===== src/hdl/bpc_pkg.sv =====
package bpc_pkg;

  localparam int unsigned TimeW = 32;
  localparam int unsigned TickW = 16;
  localparam int unsigned InDataW = 40;
  localparam int unsigned OutDataW = 8;
  localparam int unsigned AddrW = 4;
  localparam int unsigned ApbDataW = 32;

  localparam logic [TickW-1:0] DebounceReset = 16'd30;
  localparam logic [TickW-1:0] LongPressReset = 16'd1500;
  localparam logic [TickW-1:0] ShutdownReset = 16'd3000;

  typedef enum logic [1:0] {
    REG_DEBOUNCE   = 2'd0,
    REG_LONG_PRESS = 2'd1,
    REG_SHUTDOWN   = 2'd2,
    REG_NONE       = 2'd3
  } reg_idx_e;

  typedef enum logic [1:0] {
    EVT_NONE     = 2'd0,
    EVT_SHORT    = 2'd1,
    EVT_LONG     = 2'd2,
    EVT_SHUTDOWN = 2'd3
  } evt_e;

  typedef struct packed {
    logic [TickW-1:0] debounce_ticks;
    logic [TickW-1:0] long_press_ticks;
    logic [TickW-1:0] shutdown_ticks;
  } cfg_t;

  typedef struct packed {
    logic             pwron_release_edge;
    logic             pwron_press_edge;
    logic             pwron_poll_ok;
    logic             boot_raw_pressed;
    logic [TimeW-1:0] time_now;
  } item_t;

  typedef struct packed {
    evt_e pwron_event;
    evt_e boot_event;
    logic haptic_trigger;
  } res_t;

endpackage


===== src/hdl/bpc_core.sv =====
module bpc_core import bpc_pkg::*; (
  input  logic  clk_i,
  input  logic  rst_ni,
  input  logic  step_i,
  input  item_t item_i,
  input  cfg_t  cfg_i,
  output res_t  res_o
);

  logic             boot_sampled_q, boot_sampled_d;
  logic             boot_stable_q, boot_stable_d;
  logic [TimeW-1:0] boot_edge_time_q, boot_edge_time_d;
  logic [TimeW-1:0] boot_start_time_q, boot_start_time_d;
  logic             pwron_stable_q, pwron_stable_d;
  logic [TimeW-1:0] pwron_start_time_q, pwron_start_time_d;

  logic [TimeW-1:0] boot_since_edge, boot_held, pwron_held;
  logic             boot_update, pwron_press, pwron_rel;

  always_comb begin
    boot_sampled_d     = item_i.boot_raw_pressed;
    boot_edge_time_d   = (item_i.boot_raw_pressed != boot_sampled_q) ? item_i.time_now
                                                                      : boot_edge_time_q;
    boot_stable_d      = boot_stable_q;
    boot_start_time_d  = boot_start_time_q;
    pwron_stable_d     = pwron_stable_q;
    pwron_start_time_d = pwron_start_time_q;
    res_o              = '{pwron_event: EVT_NONE, boot_event: EVT_NONE, haptic_trigger: 1'b0};

    // boot button, debounced by time
    boot_since_edge = item_i.time_now - boot_edge_time_d;
    boot_held       = item_i.time_now - boot_start_time_q;
    boot_update     = (boot_since_edge >= {16'd0, cfg_i.debounce_ticks})
                      && (item_i.boot_raw_pressed != boot_stable_q);
    if (boot_update) begin
      boot_stable_d = item_i.boot_raw_pressed;
      if (item_i.boot_raw_pressed) begin
        boot_start_time_d    = item_i.time_now;
        res_o.haptic_trigger = 1'b1;
      end else begin
        res_o.boot_event = (boot_held >= {16'd0, cfg_i.long_press_ticks}) ? EVT_LONG
                                                                          : EVT_SHORT;
      end
    end

    // power button, edges taken as they come; press before release
    pwron_press = item_i.pwron_poll_ok && item_i.pwron_press_edge;
    if (pwron_press) begin
      pwron_stable_d       = 1'b1;
      pwron_start_time_d   = item_i.time_now;
      res_o.haptic_trigger = 1'b1;
    end
    pwron_held = item_i.time_now - pwron_start_time_d;
    pwron_rel  = item_i.pwron_poll_ok && item_i.pwron_release_edge && pwron_stable_d;
    if (pwron_rel) begin
      pwron_stable_d = 1'b0;
      if (pwron_held >= {16'd0, cfg_i.shutdown_ticks}) begin
        res_o.pwron_event = EVT_SHUTDOWN;
      end else if (pwron_held >= {16'd0, cfg_i.long_press_ticks}) begin
        res_o.pwron_event = EVT_LONG;
      end else begin
        res_o.pwron_event = EVT_SHORT;
      end
    end
  end

  always_ff @(posedge clk_i or negedge rst_ni) begin
    if (!rst_ni) begin
      boot_sampled_q     <= 1'b0;
      boot_stable_q      <= 1'b0;
      boot_edge_time_q   <= '0;
      boot_start_time_q  <= '0;
      pwron_stable_q     <= 1'b0;
      pwron_start_time_q <= '0;
    end else if (step_i) begin
      boot_sampled_q     <= boot_sampled_d;
      boot_stable_q      <= boot_stable_d;
      boot_edge_time_q   <= boot_edge_time_d;
      boot_start_time_q  <= boot_start_time_d;
      pwron_stable_q     <= pwron_stable_d;
      pwron_start_time_q <= pwron_start_time_d;
    end
  end

endmodule


===== src/hdl/button_press_classifier.sv =====
// an input transaction passes the input register and then the result
// register on the master side; throughput: one transaction per cycle
// unless the master stalls, set by the single classify stage between
// the two registers; reset: asynchronous, active low; all but the data
// registers return to defaults and both buttons are taken as released
module button_press_classifier import bpc_pkg::*; (
  input  logic                clk_i,
  input  logic                rst_ni,
  input  logic                s_axis_tvalid,
  output logic                s_axis_tready,
  // [31:0] time_now, [32] boot_raw_pressed, [33] pwron_poll_ok,
  // [34] pwron_press_edge, [35] pwron_release_edge, [39:36] zero
  input  logic [InDataW-1:0]  s_axis_tdata,
  output logic                m_axis_tvalid,
  input  logic                m_axis_tready,
  // [0] haptic_trigger, [2:1] boot_event, [4:3] pwron_event, [7:5] zero
  output logic [OutDataW-1:0] m_axis_tdata,
  input  logic                psel,
  input  logic                penable,
  input  logic                pwrite,
  input  logic [AddrW-1:0]    paddr,
  input  logic [ApbDataW-1:0] pwdata,
  output logic [ApbDataW-1:0] prdata,
  output logic                pready
);

  cfg_t     cfg_q;
  reg_idx_e reg_idx;
  logic     in_v_q;
  item_t    in_q;
  logic     out_v_q;
  res_t     out_q;
  res_t     res;
  logic     adv, step;

  // configuration registers
  assign pready  = 1'b1;
  assign reg_idx = reg_idx_e'(paddr[3:2]);

  always_ff @(posedge clk_i or negedge rst_ni) begin
    if (!rst_ni) begin
      cfg_q.debounce_ticks   <= DebounceReset;
      cfg_q.long_press_ticks <= LongPressReset;
      cfg_q.shutdown_ticks   <= ShutdownReset;
    end else if (psel && penable && pwrite) begin
      case (reg_idx)
        REG_DEBOUNCE:   cfg_q.debounce_ticks   <= pwdata[TickW-1:0];
        REG_LONG_PRESS: cfg_q.long_press_ticks <= pwdata[TickW-1:0];
        REG_SHUTDOWN:   cfg_q.shutdown_ticks   <= pwdata[TickW-1:0];
        default: ;
      endcase
    end
  end

  always_comb begin
    case (reg_idx)
      REG_DEBOUNCE:   prdata = {16'd0, cfg_q.debounce_ticks};
      REG_LONG_PRESS: prdata = {16'd0, cfg_q.long_press_ticks};
      REG_SHUTDOWN:   prdata = {16'd0, cfg_q.shutdown_ticks};
      default:        prdata = '0;
    endcase
  end

  // two-register pipeline
  assign adv           = !out_v_q || m_axis_tready;
  assign step          = in_v_q && adv;
  assign s_axis_tready = !in_v_q || adv;

  always_ff @(posedge clk_i or negedge rst_ni) begin
    if (!rst_ni) begin
      in_v_q  <= 1'b0;
      out_v_q <= 1'b0;
    end else begin
      if (s_axis_tready) begin
        in_v_q <= s_axis_tvalid;
      end
      if (adv) begin
        out_v_q <= in_v_q;
      end
    end
  end

  always_ff @(posedge clk_i) begin
    if (s_axis_tready && s_axis_tvalid) begin
      in_q <= item_t'(s_axis_tdata[$bits(item_t)-1:0]);
    end
    if (step) begin
      out_q <= res;
    end
  end

  bpc_core u_core (
    .clk_i  (clk_i),
    .rst_ni (rst_ni),
    .step_i (step),
    .item_i (in_q),
    .cfg_i  (cfg_q),
    .res_o  (res)
  );

  assign m_axis_tvalid = out_v_q;
  assign m_axis_tdata  = {3'd0, out_q};

  a_boot_no_shutdown: assert property (@(posedge clk_i) disable iff (!rst_ni)
    out_v_q |-> out_q.boot_event != EVT_SHUTDOWN)
    else $error("boot event carries shutdown code");

  a_step_fills_out: assert property (@(posedge clk_i) disable iff (!rst_ni)
    step |=> out_v_q)
    else $error("classified item lost");

  a_stall_only_full: assert property (@(posedge clk_i) disable iff (!rst_ni)
    !s_axis_tready |-> in_v_q && out_v_q)
    else $error("input stalled with a free stage");

endmodule

===== config.mk =====
export PLATFORM = sky130hd
export DESIGN_NAME = button_press_classifier
export DESIGN_NICKNAME = d
export VERILOG_FILES = /design/src/hdl/bpc_pkg.sv /design/src/hdl/bpc_core.sv /design/src/hdl/button_press_classifier.sv
export SDC_FILE = /design/constraint.sdc
export NUM_CORES = 1
export LEC_CHECK = 0
export BUFFER_PORTS_ARGS = -buffer_cell sky130_fd_sc_hd__buf_2
export CORE_ASPECT_RATIO = 0.6
export CORE_UTILIZATION = 50
export DETAILED_ROUTE_END_ITERATION = 6
export PLACE_DENSITY_LB_ADDON = 0.25
export SLEW_MARGIN = 20
export SYNTH_ARGS = -nofsm -noshare
export SYNTH_HDL_FRONTEND = slang
export SYNTH_SLANG_ARGS = --single-unit
export TNS_END_PERCENT = 30

===== constraint.sdc =====
create_clock -name clk_i -period 7.7 [get_ports clk_i]
set_input_delay 1.155 -clock clk_i [delete_from_list [all_inputs] [get_ports clk_i]]
set_output_delay 1.155 -clock clk_i [all_outputs]
set_load 0.01 [all_outputs]

==> out/qor_table.md <==
| Metric | Value | Unit |
|:---|:---|:---|
| Setup Viol. Count Final | 0 | - |
| Dpl ws | 1.462 | ns |
| Routed via count divided by cell count | 5.959 | - |
| CTS Buf Count | 17 | - |
| Post-CTS sizing | 0 | - |
| Start of the worst register-to-register path | in_q[33] | - |
| Number of H-tree levels | 4 | - |
| Number of enable-type register cells in the synthesized netlist | 41 | - |
| Area grow syn2layout | 7.979 | % |
| Source-to-sink clock delay at the later pin of the worst-skew pair | 0.45 | ns |
| CP peak stage delay | 0.85 | ns |
| Start-to-end type of the worst setup path | reg2reg | - |
| Global route total overflow | 0 | - |
| Core footprint | 30,040 | sq um |
| Post-DP HPWL | 33.49 | mm |
| Slowest cell on the critical path | sky130_fd_sc_hd__and2_1 | - |
| Most instantiated cells after synthesis | 170 x sky130_fd_sc_hd__nand2_1, 145 x sky130_fd_sc_hd__ha_1, 143 x sky130_fd_sc_hd__o21ai_0 | - |
| Reg-to-reg endpoint | m_axis_tdata[3] | - |
| Highest net fanout along the worst path | 19 | - |
| Via total after detailed routing | 13,010 | - |
| Leading post-synthesis cells by cell area | sky130_fd_sc_hd__dfrtp_1 21%, sky130_fd_sc_hd__ha_1 12%, sky130_fd_sc_hd__edfxtp_1 8.0% | - |
| Number of warning messages in the yosys log | 0 | - |
| Full die area | 31,370 | sq um |
| Critical path depth in cells | 20 | - |
| Number of top-level design ports | 126 | - |
| Worst supply voltage drop on vdd | 0.1592 | mV |
| Crit-path cells | and2_1 -> mux2i_1 -> ha_1 -> nor2b_1 -> o21ai_0 -> a21boi_0 -> a21oi_1 -> o31a_1 -> o21ai_0 -> xnor2_1 -> ha_1 -> a221oi_1 -> nand4_1 -> a211oi_1 -> nand4_1 -> or4b_1 -> nor4_1 -> o2111ai_1 -> nor4_1 -> a21oi_1 | - |
| Placer congestion estimate | 0.9711 | - |
| Setup WS post-layout | 1.356 | ns |
| Leak | 7.537 | nW |
| Required time worst endpoint | 7.87 | ns |
| Clock tree buffer depth | 2 | - |
| Post-CTS setup buffer count | 0 | - |
| Flip-flop cell with the highest count after synthesis | sky130_fd_sc_hd__dfrtp_1 | - |
| Maximum operating frequency | 0.1576 | GHz |
| Tightest slew margin relative to the limit | 29.47 | % |
| Largest area contributor in the synthesized netlist | sky130_fd_sc_hd__dfrtp_1 | - |
| Arrival time at the worst endpoint | 6.51 | ns |
| Antenna cell count | 0 | - |
| Seq/Total Area, Yosys | 32.52 | % |
| Total number of clock tree sinks | 190 | - |
| Max-slew violation total from the final report | 0 | - |
| Number of port buffers | 83 | - |
| Placed instance count | 2,151 | - |
| Number of cells traversed by the worst hold path | 2 | - |
| First-pass iteration count of the detailed router | 5 | - |
| Initial core utilization | 51.00 | % |
| Count of buffering cells on the critical path with inverters included | 0 | - |
| Die boundary height | 137.6 | um |
| Number of core rows | 49 | - |
| Final non-filler cell total | 2,183 | - |
| Area fraction of the dominant cell type after synthesis | 21.40 | % |
| Root buffer cell | sky130_fd_sc_hd__clkbuf_16 | - |
| Worst Max-Slew Pin Slew | 1.058 | ns |
| Fraction of final layout cells sized beyond drive strength 1 | 13.24 | % |
| Netlist Area Pre-Place | 15,320 | sq um |
| Number of DRC markers after the initial detailed-route iteration | 1,258 | - |
| Total wirelength of the detailed-routed design | 42.28 | mm |
| FF+latch count, synth | 190 | - |
| Synth unique cells | 85 | - |
| Max-cap violations | 0 | - |
| Status | completed | - |
| Crit end category | register | - |
| Final min period | 6.344 | ns |
| Sum of negative setup slack | 0 | ns |
| Critical path destination | m_axis_tdata[3] | - |
| Met1 WL | 22.55 | mm |
| Hold Worst Slack | 0.4822 | ns |
| Worst Clk Skew | 0.01424 | ns |
| Average cell area after synthesis | 8.902 | sq um |
| Hold violation count in the final report | 0 | - |
| Avg WL per Cell | 19.37 | um |
| Number of global-route vias before repair | 11,660 | - |
| Cells on worst reg2reg path | 20 | - |
| Async set or reset register ratio after synthesis | 78.42 | % |
| Clock-pin slew of the registers on the worst-case setup and hold paths | 0.08 | ns |
| Top routing layer used | met4 | - |
| Cts-stage hold buffer count | 0 | - |
| Antenna violations before repair | 0 | - |
| Crit path launch | in_q[33] | - |
| Wire length of the first global-routing pass | 66.23 | mm |
| Reg-to-reg slack, setup | 1.36 | ns |
| Routed length on met3 | 3.752 | mm |
| Sum of met2 wire segment lengths after detailed routing | 15.74 | mm |
| Largest net degree at the start of global routing | 82 | - |
| Global-route usage over all layers | 27.44 | % |
| Die W | 228.0 | um |
| Final layout net count | 1,992 | - |
| TritonCTS clock tree | yes | - |
| RSZ-0062 raised after global routing | false | - |
| Most used standard cell by instance count after synthesis | sky130_fd_sc_hd__nand2_1 | - |
| Power per unit of standard cell area | 319.6 | nW/um^2 |
| Cell family contributing the most delay on the critical path | simple AND/OR/NAND/NOR gates | - |
| Class of the tightest hold or removal check | reg2reg | - |
| Final Cycle Share | 82.39 | % |
| Number of standard cells after synthesis | 1,721 | - |
| Drt drc | 0 | - |
| Post-DRT Antenna Nets | 0 | - |
| Kind of start point of the critical path | register | - |
-- logic make-up after synthesis --
logic type / after synthesis / synth area share [%]
buffers and inverters: 221 / 6.109
xor gates and xnor gates: 63 / 3.650
DFF: 190 / 32.52
and+or+nand+nor: 450 / 13.99
other: 2 / 0.04902
muxes: 147 / 10.70
AOI/OAI and AO/OA: 490 / 20.16
adders and majority gates: 158 / 12.82
-- placed cells by master, fill, tap and decap left out, types with 45 or more instances in the layout --
cell                        n
sky130_fd_sc_hd__a21o_1    57
sky130_fd_sc_hd__a21oi_1  122
sky130_fd_sc_hd__buf_2     82
sky130_fd_sc_hd__dfrtp_1  131
sky130_fd_sc_hd__ha_1     145
sky130_fd_sc_hd__inv_1    128
sky130_fd_sc_hd__mux2i_1   79
sky130_fd_sc_hd__nand2_1  170
sky130_fd_sc_hd__nor2_1    93
sky130_fd_sc_hd__o21ai_0  143
sky130_fd_sc_hd__xnor2_1   45
-- layer usage --
metal	vias to the layer above	track usage, %
li1	6250	-
met1	6255	44.83
met2	483	36.04
met3	21	6.105
met4	0	4.027
met5	-	0
-- flip-flops by register name (all words and copies together), names as in the netlist --
register / cells
cfg_q: 48
in_q: 36
u_core.boot_edge_time_q: 32
u_core.boot_start_time_q: 32
u_core.pwron_start_time_q: 32
m_axis_tdata: 5
in_v_q: 1
m_axis_tvalid: 1
u_core.boot_sampled_q: 1
u_core.boot_stable_q: 1
u_core.pwron_stable_q: 1
-- through the flow --
stage / util (%) / instance area (sq um) / power (mW)
floorplan: - / 15390 / 3.643
global placement: 53.21 / 15990 / 4.309
detailed placement: 53.21 / 15990 / 4.378
CTS: 55.07 / 16540 / 5.250
global route: 55.07 / 16540 / 5.711
finish: 55.07 / 16540 / 5.287
-- report_power, final --
| part | internal, mW | leakage, nW | switching [mW] | total, mW |
|---|---|---|---|---|
| clock | 0.426 | 0.272 | 0.428 | 0.854 |
| sequential | 1.28 | 2.16 | 0.183 | 1.47 |
| combinational | 1.23 | 5.10 | 1.74 | 2.97 |
-- cell type report --
type / count / area [sq um]
clock buffer: 18 / 429.2
inverter: 132 / 495.5
timing repair buffer: 93 / 496.7
clock inverter: 14 / 128.9
fill: 2735 / 13500
sequential: 190 / 4982
tap: 408 / 510.5
multi-input combinational: 1328 / 9500
-- worst reg2reg max path, delay by kind of cell (launching register included) --
kind | cells | cell delay [ns]
compound gates | 9 | 2.21
simple gates | 7 | 2.40
xor+xnor | 1 | 0.18
flops | 1 | 0.40
mux | 1 | 0.27
fa+ha+maj | 2 | 0.60
-- worst min-delay path by stage --
stage,from,end,slack [ns]
after floorplan,u_core.boot_edge_time_q[0],u_core.boot_edge_time_q[0],0.45
after global placement,u_core.boot_edge_time_q[0],u_core.boot_edge_time_q[0],0.46
after detailed placement,u_core.boot_edge_time_q[23],u_core.boot_edge_time_q[23],0.47
after CTS,u_core.boot_edge_time_q[23],u_core.boot_edge_time_q[23],0.49
after global routing,u_core.boot_edge_time_q[24],u_core.boot_edge_time_q[24],0.51
final,u_core.boot_edge_time_q[29],u_core.boot_edge_time_q[29],0.48
Note: power is estimated with default switching activity, not from simulation.
